$ cat src/hdl/bcs_pkg.sv
// ----------------------------------------------------------------------------
// Battery charge sequencer package
// Shared types, codes and constants for the charge sequencer.
// ----------------------------------------------------------------------------
package bcs_pkg;

  // Field and register widths.
  localparam int unsigned TimerW   = 10;
  localparam int unsigned AdcW     = 15;
  localparam int unsigned CurW     = 15;
  localparam int unsigned StopW    = 8;
  localparam int unsigned CfgIdxW  = 2;
  localparam int unsigned CfgDataW = 10;
  localparam int unsigned ProdW    = 23;

  // Converter word decoding and scaling to Q7.8 amps.
  localparam logic [AdcW-1:0] AdcValidMask = 15'h6000;
  localparam logic [AdcW-1:0] AdcDataMask  = 15'h0FFE;
  localparam logic [10:0]     AmpsScaleQ8  = 11'd1669;

  // Delay register reset values in seconds.
  localparam logic [TimerW-1:0] DevCheckRst = 10'd5;
  localparam logic [TimerW-1:0] StabRst     = 10'd10;
  localparam logic [TimerW-1:0] FinishRst   = 10'd900;

  typedef enum logic {
    CmdTick,
    CmdCharge
  } cmd_e;

  typedef enum logic [1:0] {
    ModeOff,
    ModeTwo,
    ModeThree,
    ModeEight
  } mode_e;

  typedef enum logic [1:0] {
    ErrOk,
    ErrNoBattery,
    ErrNoAc,
    ErrDevFault
  } err_e;

  typedef enum logic [CfgIdxW-1:0] {
    CfgCurrentStop,
    CfgDeviceCheck,
    CfgStabilise,
    CfgFinishDelay
  } cfg_idx_e;

  // Configuration registers.
  typedef struct packed {
    logic [StopW-1:0]  current_stop_amps;
    logic [TimerW-1:0] device_check_secs;
    logic [TimerW-1:0] stabilise_secs;
    logic [TimerW-1:0] finish_delay_secs;
  } cfg_t;

  // One input beat.
  typedef struct packed {
    cmd_e            command;
    mode_e           requested_mode;
    logic            ac_present;
    logic            device_healthy;
    logic            bank_full;
    logic            battery_connected;
    logic [AdcW-1:0] adc_word;
  } in_item_t;

  // One result beat.
  typedef struct packed {
    logic            power_enabled;
    logic            relay_mode_two;
    logic            relay_mode_eight;
    mode_e           active_mode;
    err_e            error_code;
    logic            busy_res;
    logic [CurW-1:0] current_q8;
    logic            charge_finished;
  } out_item_t;

  // Sequencer state.
  typedef struct packed {
    logic              power_on;
    mode_e             stored_mode;
    logic              measure_enabled;
    logic [CurW-1:0]   current_value;
    logic [TimerW-1:0] check_cnt;
    logic [TimerW-1:0] stab_cnt;
    logic [TimerW-1:0] finish_cnt;
    err_e              last_error;
    logic              start_pending;
  } state_t;

  // A delay register holding zero loads as one second.
  function automatic logic [TimerW-1:0] delay_load(input logic [TimerW-1:0] secs);
    return (secs == '0) ? TimerW'(1) : secs;
  endfunction

endpackage

$ cat src/hdl/bcs_if.sv
// ----------------------------------------------------------------------------
// Battery charge sequencer channels
// Valid/ready channels for input beats and result beats.
// ----------------------------------------------------------------------------
interface bcs_in_if;
  logic        valid;
  logic        ready;
  logic        command;
  logic [1:0]  requested_mode;
  logic        ac_present;
  logic        device_healthy;
  logic        bank_full;
  logic        battery_connected;
  logic [14:0] adc_word;

  modport source (
    output valid, command, requested_mode, ac_present, device_healthy,
           bank_full, battery_connected, adc_word,
    input  ready
  );
  modport sink (
    input  valid, command, requested_mode, ac_present, device_healthy,
           bank_full, battery_connected, adc_word,
    output ready
  );
endinterface

interface bcs_out_if;
  logic        valid;
  logic        ready;
  logic        power_enabled;
  logic        relay_mode_two;
  logic        relay_mode_eight;
  logic [1:0]  active_mode;
  logic [1:0]  error_code;
  logic        busy_res;
  logic [14:0] current_q8;
  logic        charge_finished;

  modport source (
    output valid, power_enabled, relay_mode_two, relay_mode_eight, active_mode,
           error_code, busy_res, current_q8, charge_finished,
    input  ready
  );
  modport sink (
    input  valid, power_enabled, relay_mode_two, relay_mode_eight, active_mode,
           error_code, busy_res, current_q8, charge_finished,
    output ready
  );
endinterface

$ cat src/hdl/bcs_step.sv
// ----------------------------------------------------------------------------
// Battery charge sequencer step
// Next state and result for one beat: start checks, measurement, end of
// charge and the three delay countdowns.
// ----------------------------------------------------------------------------
module bcs_step
  import bcs_pkg::*;
(
  input  cfg_t      cfg_i,
  input  state_t    state_i,
  input  in_item_t  item_i,
  output state_t    state_o,
  output out_item_t result_o
);

  logic [ProdW-1:0] prod;
  logic [CurW-1:0]  conv_cur;
  logic             adc_valid;
  logic             chk_run;
  logic             stab_run;
  logic             fin_run;
  logic             finished;
  state_t           st;

  // Converter word to Q7.8 amps.
  assign prod      = ProdW'(item_i.adc_word & AdcDataMask) * ProdW'(AmpsScaleQ8);
  assign conv_cur  = prod[ProdW-1:8];
  assign adc_valid = (item_i.adc_word & AdcValidMask) == AdcValidMask;

  assign chk_run  = state_i.check_cnt != '0;
  assign stab_run = state_i.stab_cnt != '0;
  assign fin_run  = state_i.finish_cnt != '0;

  // Sequencer update.
  always_comb begin
    st       = state_i;
    finished = 1'b0;
    unique case (item_i.command)
      CmdCharge: begin
        st.last_error    = ErrOk;
        st.start_pending = 1'b0;
        if (item_i.requested_mode == ModeOff) begin
          st.power_on    = 1'b0;
          st.stored_mode = ModeOff;
        end else if (!item_i.battery_connected) begin
          st.power_on   = 1'b0;
          st.last_error = ErrNoBattery;
        end else if (!item_i.ac_present) begin
          st.power_on   = 1'b0;
          st.last_error = ErrNoAc;
        end else begin
          st.start_pending = 1'b1;
          st.stored_mode   = item_i.requested_mode;
          st.power_on      = 1'b1;
          st.check_cnt     = delay_load(cfg_i.device_check_secs);
        end
      end
      CmdTick: begin
        // Measurement.
        if (!state_i.power_on || !item_i.ac_present) begin
          st.current_value   = '0;
          st.measure_enabled = 1'b0;
        end else if (state_i.measure_enabled && adc_valid) begin
          st.current_value = conv_cur;
        end

        // End of charge check.
        if (state_i.power_on && item_i.ac_present) begin
          if (cfg_i.current_stop_amps != '0) begin
            if (item_i.bank_full &&
                ({1'b0, st.current_value[CurW-1:8]} < cfg_i.current_stop_amps) &&
                !fin_run) begin
              st.finish_cnt = delay_load(cfg_i.finish_delay_secs);
            end
          end else if (item_i.bank_full) begin
            st.power_on      = 1'b0;
            st.stored_mode   = ModeOff;
            st.last_error    = ErrOk;
            st.start_pending = 1'b0;
            finished         = 1'b1;
          end
        end

        // Device check countdown.
        if (chk_run) begin
          st.check_cnt = st.check_cnt - TimerW'(1);
          if (st.check_cnt == '0) begin
            if (st.power_on) begin
              if (!item_i.device_healthy) begin
                st.power_on    = 1'b0;
                st.stored_mode = ModeOff;
                st.last_error  = ErrDevFault;
              end else begin
                st.stab_cnt = delay_load(cfg_i.stabilise_secs);
              end
            end
            st.start_pending = 1'b0;
          end
        end

        // Stabilise countdown; it runs only if it was running when the beat began.
        if (stab_run) begin
          st.stab_cnt = st.stab_cnt - TimerW'(1);
          if (st.stab_cnt == '0) begin
            st.measure_enabled = 1'b1;
          end
        end

        // Finish countdown.
        if (fin_run) begin
          st.finish_cnt = st.finish_cnt - TimerW'(1);
          if (st.finish_cnt == '0) begin
            st.power_on      = 1'b0;
            st.stored_mode   = ModeOff;
            st.last_error    = ErrOk;
            st.start_pending = 1'b0;
            finished         = 1'b1;
          end
        end
      end
      default: begin
        st = state_i;
      end
    endcase
  end

  assign state_o = st;

  // Result reflects the state after this beat.
  always_comb begin
    result_o.power_enabled    = st.power_on;
    result_o.relay_mode_two   = st.stored_mode == ModeTwo;
    result_o.relay_mode_eight = st.stored_mode == ModeEight;
    result_o.active_mode      = st.power_on ? st.stored_mode : ModeOff;
    result_o.error_code       = st.last_error;
    result_o.busy_res         = st.start_pending;
    result_o.current_q8       = st.power_on ? st.current_value : '0;
    result_o.charge_finished  = finished;
  end

endmodule

$ cat src/hdl/battery_charge_sequencer.sv
// ----------------------------------------------------------------------------
// Battery charge sequencer
// Sequences a mains charger through start, device check, stabilisation,
// current measurement and end of charge, one result beat per input beat.
// ----------------------------------------------------------------------------
//   Channel   Dir  Handshake        Payload
//   in_i      in   valid/ready      command, mode, status flags, adc_word
//   out_o     out  valid/ready      relays, mode, error, busy, current, done
//   cfg_*     in   write enable     index 0..3, 10-bit data
//
// A beat is captured in an input register, then the step logic updates the
// sequencer state and fills the result register. One beat per cycle is
// sustained while the receiver holds ready high. A new beat is taken into
// an empty input register while a finished result waits. Reset clears the
// state and loads the delay registers with 5, 10 and 900 seconds.
// ----------------------------------------------------------------------------
module battery_charge_sequencer
  import bcs_pkg::*;
(
  input  logic                clk_i,
  input  logic                rst_ni,
  bcs_in_if.sink              in_i,
  bcs_out_if.source           out_o,
  input  logic                cfg_we_i,
  input  logic [CfgIdxW-1:0]  cfg_idx_i,
  input  logic [CfgDataW-1:0] cfg_data_i
);

  cfg_t      cfg_q;
  state_t    state_q, state_d;
  in_item_t  in_item_q, in_item_d;
  logic      in_vld_q;
  out_item_t out_item_q, out_item_d;
  logic      out_vld_q;
  logic      in_take;
  logic      advance;

  // Handshake control.
  assign advance    = in_vld_q && (!out_vld_q || out_o.ready);
  assign in_i.ready = !in_vld_q || advance;
  assign in_take    = in_i.valid && in_i.ready;

  always_comb begin
    in_item_d.command           = cmd_e'(in_i.command);
    in_item_d.requested_mode    = mode_e'(in_i.requested_mode);
    in_item_d.ac_present        = in_i.ac_present;
    in_item_d.device_healthy    = in_i.device_healthy;
    in_item_d.bank_full         = in_i.bank_full;
    in_item_d.battery_connected = in_i.battery_connected;
    in_item_d.adc_word          = in_i.adc_word;
  end

  // Configuration registers.
  always_ff @(posedge clk_i or negedge rst_ni) begin
    if (!rst_ni) begin
      cfg_q.current_stop_amps <= '0;
      cfg_q.device_check_secs <= DevCheckRst;
      cfg_q.stabilise_secs    <= StabRst;
      cfg_q.finish_delay_secs <= FinishRst;
    end else if (cfg_we_i) begin
      unique case (cfg_idx_e'(cfg_idx_i))
        CfgCurrentStop: cfg_q.current_stop_amps <= cfg_data_i[StopW-1:0];
        CfgDeviceCheck: cfg_q.device_check_secs <= cfg_data_i;
        CfgStabilise:   cfg_q.stabilise_secs    <= cfg_data_i;
        CfgFinishDelay: cfg_q.finish_delay_secs <= cfg_data_i;
        default:        cfg_q                   <= cfg_q;
      endcase
    end
  end

  // Input register.
  always_ff @(posedge clk_i or negedge rst_ni) begin
    if (!rst_ni) begin
      in_vld_q <= 1'b0;
    end else begin
      in_vld_q <= in_take || (in_vld_q && !advance);
    end
  end

  always_ff @(posedge clk_i) begin
    if (in_take) begin
      in_item_q <= in_item_d;
    end
  end

  bcs_step u_step (
    .cfg_i    (cfg_q),
    .state_i  (state_q),
    .item_i   (in_item_q),
    .state_o  (state_d),
    .result_o (out_item_d)
  );

  // Sequencer state.
  always_ff @(posedge clk_i or negedge rst_ni) begin
    if (!rst_ni) begin
      state_q <= '0;
    end else if (advance) begin
      state_q <= state_d;
    end
  end

  // Result register.
  always_ff @(posedge clk_i or negedge rst_ni) begin
    if (!rst_ni) begin
      out_vld_q <= 1'b0;
    end else begin
      out_vld_q <= advance || (out_vld_q && !out_o.ready);
    end
  end

  always_ff @(posedge clk_i) begin
    if (advance) begin
      out_item_q <= out_item_d;
    end
  end

  assign out_o.valid            = out_vld_q;
  assign out_o.power_enabled    = out_item_q.power_enabled;
  assign out_o.relay_mode_two   = out_item_q.relay_mode_two;
  assign out_o.relay_mode_eight = out_item_q.relay_mode_eight;
  assign out_o.active_mode      = out_item_q.active_mode;
  assign out_o.error_code       = out_item_q.error_code;
  assign out_o.busy_res         = out_item_q.busy_res;
  assign out_o.current_q8       = out_item_q.current_q8;
  assign out_o.charge_finished  = out_item_q.charge_finished;

endmodule

$ cat src/flat_wrapper.sv
// flat-port wrapper written by rule: the top's interface ports become plain ports
module battery_charge_sequencer_flat import bcs_pkg::*;
  (clk_i, rst_ni, cfg_we_i, cfg_idx_i, cfg_data_i, in_i_valid, in_i_command, in_i_requested_mode, in_i_ac_present, in_i_device_healthy, in_i_bank_full, in_i_battery_connected, in_i_adc_word, in_i_ready, out_o_valid, out_o_power_enabled, out_o_relay_mode_two, out_o_relay_mode_eight, out_o_active_mode, out_o_error_code, out_o_busy_res, out_o_current_q8, out_o_charge_finished, out_o_ready);
  bcs_in_if in_i_i ();
  bcs_out_if out_o_i ();
  input  logic clk_i;
  input  logic rst_ni;
  input  logic cfg_we_i;
  input  logic [CfgIdxW-1:0] cfg_idx_i;
  input  logic [CfgDataW-1:0] cfg_data_i;
  input wire logic [$bits(in_i_i.valid)-1:0] in_i_valid;
  input wire logic [$bits(in_i_i.command)-1:0] in_i_command;
  input wire logic [$bits(in_i_i.requested_mode)-1:0] in_i_requested_mode;
  input wire logic [$bits(in_i_i.ac_present)-1:0] in_i_ac_present;
  input wire logic [$bits(in_i_i.device_healthy)-1:0] in_i_device_healthy;
  input wire logic [$bits(in_i_i.bank_full)-1:0] in_i_bank_full;
  input wire logic [$bits(in_i_i.battery_connected)-1:0] in_i_battery_connected;
  input wire logic [$bits(in_i_i.adc_word)-1:0] in_i_adc_word;
  output wire logic [$bits(in_i_i.ready)-1:0] in_i_ready;
  output wire logic [$bits(out_o_i.valid)-1:0] out_o_valid;
  output wire logic [$bits(out_o_i.power_enabled)-1:0] out_o_power_enabled;
  output wire logic [$bits(out_o_i.relay_mode_two)-1:0] out_o_relay_mode_two;
  output wire logic [$bits(out_o_i.relay_mode_eight)-1:0] out_o_relay_mode_eight;
  output wire logic [$bits(out_o_i.active_mode)-1:0] out_o_active_mode;
  output wire logic [$bits(out_o_i.error_code)-1:0] out_o_error_code;
  output wire logic [$bits(out_o_i.busy_res)-1:0] out_o_busy_res;
  output wire logic [$bits(out_o_i.current_q8)-1:0] out_o_current_q8;
  output wire logic [$bits(out_o_i.charge_finished)-1:0] out_o_charge_finished;
  input wire logic [$bits(out_o_i.ready)-1:0] out_o_ready;
  assign in_i_i.valid = in_i_valid;
  assign in_i_i.command = in_i_command;
  assign in_i_i.requested_mode = in_i_requested_mode;
  assign in_i_i.ac_present = in_i_ac_present;
  assign in_i_i.device_healthy = in_i_device_healthy;
  assign in_i_i.bank_full = in_i_bank_full;
  assign in_i_i.battery_connected = in_i_battery_connected;
  assign in_i_i.adc_word = in_i_adc_word;
  assign in_i_ready = in_i_i.ready;
  assign out_o_valid = out_o_i.valid;
  assign out_o_power_enabled = out_o_i.power_enabled;
  assign out_o_relay_mode_two = out_o_i.relay_mode_two;
  assign out_o_relay_mode_eight = out_o_i.relay_mode_eight;
  assign out_o_active_mode = out_o_i.active_mode;
  assign out_o_error_code = out_o_i.error_code;
  assign out_o_busy_res = out_o_i.busy_res;
  assign out_o_current_q8 = out_o_i.current_q8;
  assign out_o_charge_finished = out_o_i.charge_finished;
  assign out_o_i.ready = out_o_ready;
  battery_charge_sequencer u_core (.clk_i(clk_i), .rst_ni(rst_ni), .in_i(in_i_i), .out_o(out_o_i), .cfg_we_i(cfg_we_i), .cfg_idx_i(cfg_idx_i), .cfg_data_i(cfg_data_i));
endmodule
$ cat config.mk
export PLATFORM = sky130hd
export DESIGN_NAME = battery_charge_sequencer_flat
export DESIGN_NICKNAME = d
export VERILOG_FILES = /design/src/hdl/bcs_pkg.sv /design/src/hdl/bcs_if.sv /design/src/hdl/bcs_step.sv /design/src/hdl/battery_charge_sequencer.sv /design/src/flat_wrapper.sv
export SDC_FILE = /design/constraint.sdc
export NUM_CORES = 1
export LEC_CHECK = 0
export ABC_AREA = 1
export BUFFER_PORTS_ARGS = -buffer_cell sky130_fd_sc_hd__buf_2
export CAP_MARGIN = 20
export CORE_UTILIZATION = 55
export DETAILED_ROUTE_END_ITERATION = 10
export HOLD_SLACK_MARGIN = 0.02
export PLACE_DENSITY = 0.77
export SLEW_MARGIN = 20
export SYNTH_ARGS = -nofsm -noshare
export SYNTH_HDL_FRONTEND = slang
export SYNTH_SLANG_ARGS = --single-unit
$ cat constraint.sdc
create_clock -name clk_i -period 7 [get_ports clk_i]
set_input_delay 0.7 -clock clk_i [delete_from_list [all_inputs] [get_ports clk_i]]
set_output_delay 0.7 -clock clk_i [all_outputs]
set_load 0.02 [all_outputs]
## Yosys cells after proc, flatten, opt, wreduce, memory -nomap -nowiden

Cells that the tools add are included.

| storage, ports and cells | value |
|---|---|
| register bits after elaboration | 138 |
| input bits | 39 |
| output and inout port bits | 26 |
| logic and storage cells | 141 |

| cells by class | value |
|---|---|
| add/subtract/negate cells | 3 |
| multiply operators | 1 |
| $lt $le $gt $ge | 1 |
| eq/ne operators | 10 |
| mux-type cells | 57 |
| bitwise logic cells | 1 |
| reduce and logical (&&, ||, !) cells | 38 |

Operator list:

| operator | number |
|---|---|
| 10-bit 2-to-1 mux | 12 |
| 10-bit logical NOT | 6 |
| 15-bit 2-to-1 mux | 4 |
| 3-bit 2-to-1 mux | 17 |
| 20-bit 2-to-1 mux | 2 |
| 13-bit 2-to-1 mux | 3 |
| 10-bit nonzero test | 3 |
| 10-bit by 1-bit subtractor with 10-bit output, second input constant | 3 |
| 11-bit by 11-bit multiplier with 22-bit output, second input constant | 1 |
| 10-bit one-hot mux with 2 select lines | 1 |
| 2-bit 2-to-1 mux | 6 |
| 3-bit one-hot mux with 2 select lines | 2 |
| 1-bit 2-to-1 mux | 10 |
| 2-bit AND reduction | 5 |
| 2-bit equality test, second input constant | 4 |
| 1-bit logical AND | 8 |
| 7-bit by 8-bit less-than comparator with 1-bit output | 1 |
| 8-bit nonzero test | 1 |
| 1-bit logical NOT | 7 |
| 2-bit != test, second input constant | 3 |
| 1-bit logical OR | 5 |
| 5-bit AND reduction | 1 |
| 2-bit by 1-bit equality test with 1-bit output, second input constant | 2 |
| 2-bit logical NOT | 2 |
| 2 further kinds | 2 |

## Depth between registers and ports, before layout

| depth | value |
|---|---|
| depth in word-level cells | 19 |
| mapped depth | 49 |
| gate-level depth less buffers | 48 |

## Modules after synthesis

A second synthesis with hierarchy kept.

| unflattened totals | value |
|---|---|
| cells, all modules | 1,214 |
| area, all modules | 9,626.7 um^2 |

Modules (own cells, without submodules):

| module | instances | cells an instance | area an instance (um^2) |
|---|---|---|---|
| battery_charge_sequencer | 1 | 451 | 5,061.1 |
| bcs_step | 1 | 763 | 4,565.6 |

## Least setup slack after synthesis

OpenSTA, ideal clock, no wires.

| path | value |
|---|---|
| kind | reg-to-reg |
| from | register u_core.in_item_q[4] (netlist name) |
| to | register u_core.out_item_q (netlist bit u_core.out_o.current_q8[14]), data pin |
| setup time | 262 ps |
| arrival time | 7,095 ps |
| data required time | 6,738 ps |
| path slack | -357 ps |
| stages on the path, launching flop included | 47 |
| path buffers | 1 |
| clock period less this slack | 7,357 ps |
| cells stage by stage | edfxtp_1 > ha_1 > fa_1 > inv_1 > fa_1 > inv_1 > ha_1 > ha_1 > ha_1 > nand2_1 > nand2_1 > a21oi_1 > nand3_1 > a21oi_1 > o21bai_1 > a21o_1 > and2_1 > nor2_1 > [... 11 more ...] > nor4_4 > nand2_2 > nand2_1 > nand2_2 > ha_1 > nand3_1 > nor2_2 > nand2_1 > nand2_1 > nor2_1 > nand2_1 > nor2_4 > nand3_4 > nand3_2 > nand2_4 > inv_6 > buf_12 > nor2_4 |

RTL lines:

| element | RTL line | source |
|---|---|---|
| from (decl) | battery_charge_sequencer.sv:31 | `in_item_t in_item_q, in_item_d;` |
| from (signal assigned) | battery_charge_sequencer.sv:82 | `in_item_q <= in_item_d;` |
| to (signal assigned) | battery_charge_sequencer.sv:114 | `out_item_q <= out_item_d;` |
| to (decl) | battery_charge_sequencer.sv:33 | `out_item_t out_item_q, out_item_d;` |

==> impl_metrics.py <==
metrics = {
    "critical_path": {
        "worstSetupEndpointType": "flop",
        "worst_path_largest_cell_delay_ns": 0.54,
        "cp.arrival_ns": 7.46,
        "worstPathMaxFanout": 6,
        "worstSetupStartpointType": "flop",
        "worst_ep_required_time_ns": 7.19,
        "timing.critical_path.mode_cell": "sky130_fd_sc_hd__buf_4",
        "worst-setup-path-type": "flop to flop",
        "crit_slowest_cell": "sky130_fd_sc_hd__fa_1",
    },
    "power_and_ir_drop": {
        "total_leakage_power_nw": 5.36,
        "power_density_nw_per_um2": 320,
        "irDropWorstVdd_uv": 237,
    },
    "global_routing": {
        "gr-usage-met1": 0.325,
        "grt_use_met3": 0.0478,
        "globalRoute.totalOverflow": 0,
        "met2_usage": 0.462,
        "grt_start_max_net_pins": 69,
        "grt_antenna_before_repair": 0,
        "globalRoute.busiestLayer": "met2",
        "globalRouteTotalUtil": 0.265,
        "grt_first_pass_wirelength_um": 34000,
        "grt_pass1_vias": 7311,
    },
    "timing": {
        "period_needed_ns": 7.27,
        "max_slew_margin": 0.338,
        "layout_setup_ws_ns": -0.273,
        "grt_setup_unrepaired": "yes",
        "final-setup-viol-count": 30,
        "finalSetupTns_ns": -6.11,
        "timing.final.crit_share": 1.04,
        "clock-skew-final_ns": 0.0129,
        "worst_pin_slew_ns": 0.991,
        "finalHoldViolations": 0,
        "max_freq_mhz": 137,
        "drv_slew": 0,
    },
    "clock_network": {
        "numCtsBuffers": 17,
        "tritoncts_num_sinks": 136,
        "cts_max_path_buffers": 2,
        "h-tree-depth": 4,
        "cts.hold.buffers_added": 0,
        "worst_setup_hold_path_clk_slew_ns": 0.06,
        "tritoncts_clock_tree": "built",
        "ctsRootBufferMaster": "sky130_fd_sc_hd__clkbuf_16",
        "clock_latency_reported_for_the_late_side_of_the_worst_skew_pair_ns": 0.43,
    },
    "place": {
        "gp_congestion": 0.848,
        "detailedPlacementHpwl_um": 14100,
        "place_worst_setup_slack_ns": -0.263,
        "place.port_buffers": 62,
    },
    "yosys": {
        "post_synthesis_sequential_element_count": 136,
        "synth_cell_type_count": 46,
        "synth.cell_area_um2": 8820,
        "synth_warnings": 0,
        "synth_cells": 1041,
        "post_synth_top_flop": "sky130_fd_sc_hd__dfrtp_1",
        "synth.avg_cell_area_um2": 8.48,
        "postSynthNetCount": 1179,
        "synth_async_sr_flop_share": 0.676,
        "yosysSeqAreaShare": 0.412,
        "synth-edff-count": 44,
    },
    "floorplan": {
        "core.rowCount": 45,
        "die_area_um2": 16600,
        "die_x_um": 129,
        "fp.dieH_um": 129,
        "effective_utilization_at_floorplan": 0.572,
        "floorplan.core_area_um2": 15400,
        "pin_count": 65,
    },
    "run_status": {
        "outcome": "complete, but fails checks",
        "violations": "negative setup slack",
    },
    "detailed_routing": {
        "drt_pass1_iterations": 7,
        "drt.antenna.violating_nets": 0,
        "via_count": 7708,
        "routed_wl_um": 22200,
        "wl_per_cell_um": 15.7,
        "vias_per_cell": 5.46,
        "drc_errors": 0,
        "drt-initial-drc-count": 643,
    },
    "finish": {
        "antennaDiodeCount": 0,
        "layout-drive-gt1-share": 0.265,
        "fin_nets": 1327,
        "num-fill-cells": 1128,
        "syn_to_final_growth_pct": 25.8,
    },
    "hold_path": {
        "hold_class": "input port to asynchronous set/reset pin",
    },
    "run": {
        "max_cap_violations": 0,
    },
}
## cells in the mapped netlist (all sizes together), types with 13 or more instances
master	number	area (um2)
inv	178	673
nand2	221	870
nand3	35	203
o21ai	118	591
nor2	74	378
edfxtp	44	1320
o22ai	19	119
o21a	14	105
a21oi	35	175
clkbuf	24	90.1
dfrtp	84	2100
xor2	15	131
ha	86	1080
fa	13	260
## cell usage in the layout, fill, tap and decap left out, types with 3 or more instances in the layout
cell and n:
sky130_fd_sc_hd__nand2_1 186, sky130_fd_sc_hd__inv_1 157, sky130_fd_sc_hd__o21ai_0 112, sky130_fd_sc_hd__buf_4 87, sky130_fd_sc_hd__dfrtp_1 84, sky130_fd_sc_hd__ha_1 67, sky130_fd_sc_hd__buf_2 61, sky130_fd_sc_hd__nor2_1 52
sky130_fd_sc_hd__edfxtp_1 44, sky130_fd_sc_hd__a21oi_1 30, sky130_fd_sc_hd__nand2_2 26, sky130_fd_sc_hd__nand3_1 24, sky130_fd_sc_hd__inv_2 20, sky130_fd_sc_hd__o22ai_1 19, sky130_fd_sc_hd__clkbuf_16 19, sky130_fd_sc_hd__ha_4 18
sky130_fd_sc_hd__nor2_4 15, sky130_fd_sc_hd__o21a_1 14, sky130_fd_sc_hd__xor2_1 14, sky130_fd_sc_hd__fa_1 12, sky130_fd_sc_hd__nand4_1 11, sky130_fd_sc_hd__nor4_1 10, sky130_fd_sc_hd__nand2_4 9, sky130_fd_sc_hd__xnor2_1 9
sky130_fd_sc_hd__nand3_4 8, sky130_fd_sc_hd__nor3_1 8, sky130_fd_sc_hd__buf_6 8, sky130_fd_sc_hd__dfstp_2 8, sky130_fd_sc_hd__nor2_2 7, sky130_fd_sc_hd__a21oi_2 5, sky130_fd_sc_hd__clkinv_1 4, sky130_fd_sc_hd__a31oi_1 4
sky130_fd_sc_hd__nand3b_1 4, sky130_fd_sc_hd__o211ai_1 4, sky130_fd_sc_hd__clkinv_2 4, sky130_fd_sc_hd__o21ai_1 3, sky130_fd_sc_hd__nand3_2 3, sky130_fd_sc_hd__o21ai_2 3
## state kept, by name, summed over array words and instances (netlist names)
name,flops
u_core.out_o.charge_finished,1
u_core.out_o.error_code,2
u_core.cfg_q,38
u_core.out_o.relay_mode_two,1
u_core.state_q,52
u_core.out_o.valid,1
u_core.out_o.active_mode,2
u_core.in_item_q,20
u_core.in_vld_q,1
u_core.out_o.busy_res,1
u_core.out_o.relay_mode_eight,1
u_core.out_o.current_q8,15
u_core.out_o.power_enabled,1
## stage by stage
step	util	total power (W)	hold slack [ns]	cells	area (um2)
floorplan	-	0.00208	0.404	1041	8970
global placement	0.630	0.00241	0.463	1328	9730
detailed placement	0.631	0.00245	0.466	1329	9730
CTS	0.693	0.00340	0.189	1399	10700
global route	0.720	0.00379	0.200	1413	11100
finish	0.720	0.00356	0.187	1413	11100
## area by class of cell
| type | count | area (um2) | area share |
|---|---|---|---|
| multi-input cells | 695 | 4850 | 0.437 |
| inverters | 182 | 696 | 0.0627 |
| clock buffers | 22 | 497 | 0.0447 |
| flip-flops and latches | 136 | 3630 | 0.327 |
| clock inverters | 10 | 88.8 | 0.00800 |
| repair buffers | 157 | 1080 | 0.0969 |
| well taps | 211 | 264 | 0.0238 |
## critical path, delay by kind of cell, from the launching register on
kind	cells	cell delay [ns]
flops	1	0.48
fa+ha+maj	7	2.14
simple gates	21	1.84
xor+xnor	2	0.29
compound gates	4	0.61
buf+inv	15	1.66
## metal layers
metal,vias up,wire length [um],part of all wire
met5,-,0,0
met1,3657,9230,0.42
met3,56,1300,0.059
met2,283,11100,0.50
li1,3712,-,-
met4,0,590,0.027
## cell families after synthesis
family,after synthesis,share of synthesized area
adders and majority gates,99,0.151
AOI/OAI and AO/OA,201,0.125
and+or+nand+nor,371,0.195
xor gates and xnor gates,24,0.0238
buffers and inverters,210,0.0932
DFF,136,0.412
## timing repair
| action | 4_1_cts | 5_1_grt |
|---|---|---|
| resized for setup | 19 | 72 |
| buffers inserted | 38 | 18 |
| gates cloned | 0 | 0 |
| pin swaps | 16 | 53 |
| endpoints found under the setup margin | 30 | 35 |
## power breakdown
group,switching [W],internal (W),total [W]
registers,0.000103,0.000974,0.00108
logic,0.000901,0.000694,0.00160
clock network,0.000343,0.000540,0.000884
## final timing paths
check	from	endpoint	slack (ns)	cells past startpoint
min in group clk_i	in_i_requested_mode[0]	u_core.in_item_q[19]	0.45	1
max in group asynchronous	rst_ni	u_core.state_q[36]	5.64	2
worst min register to register	u_core.state_q[0]	u_core.state_q[0]	0.48	2
worst min-delay path	rst_ni	u_core.state_q[17]	0.19	1
worst max register to register	u_core.in_item_q[2]	u_core.out_o.relay_mode_two	-0.27	49
worst max-delay path	u_core.in_item_q[2]	u_core.out_o.relay_mode_two	-0.27	49
Note: power is estimated with default switching activity, not from simulation.
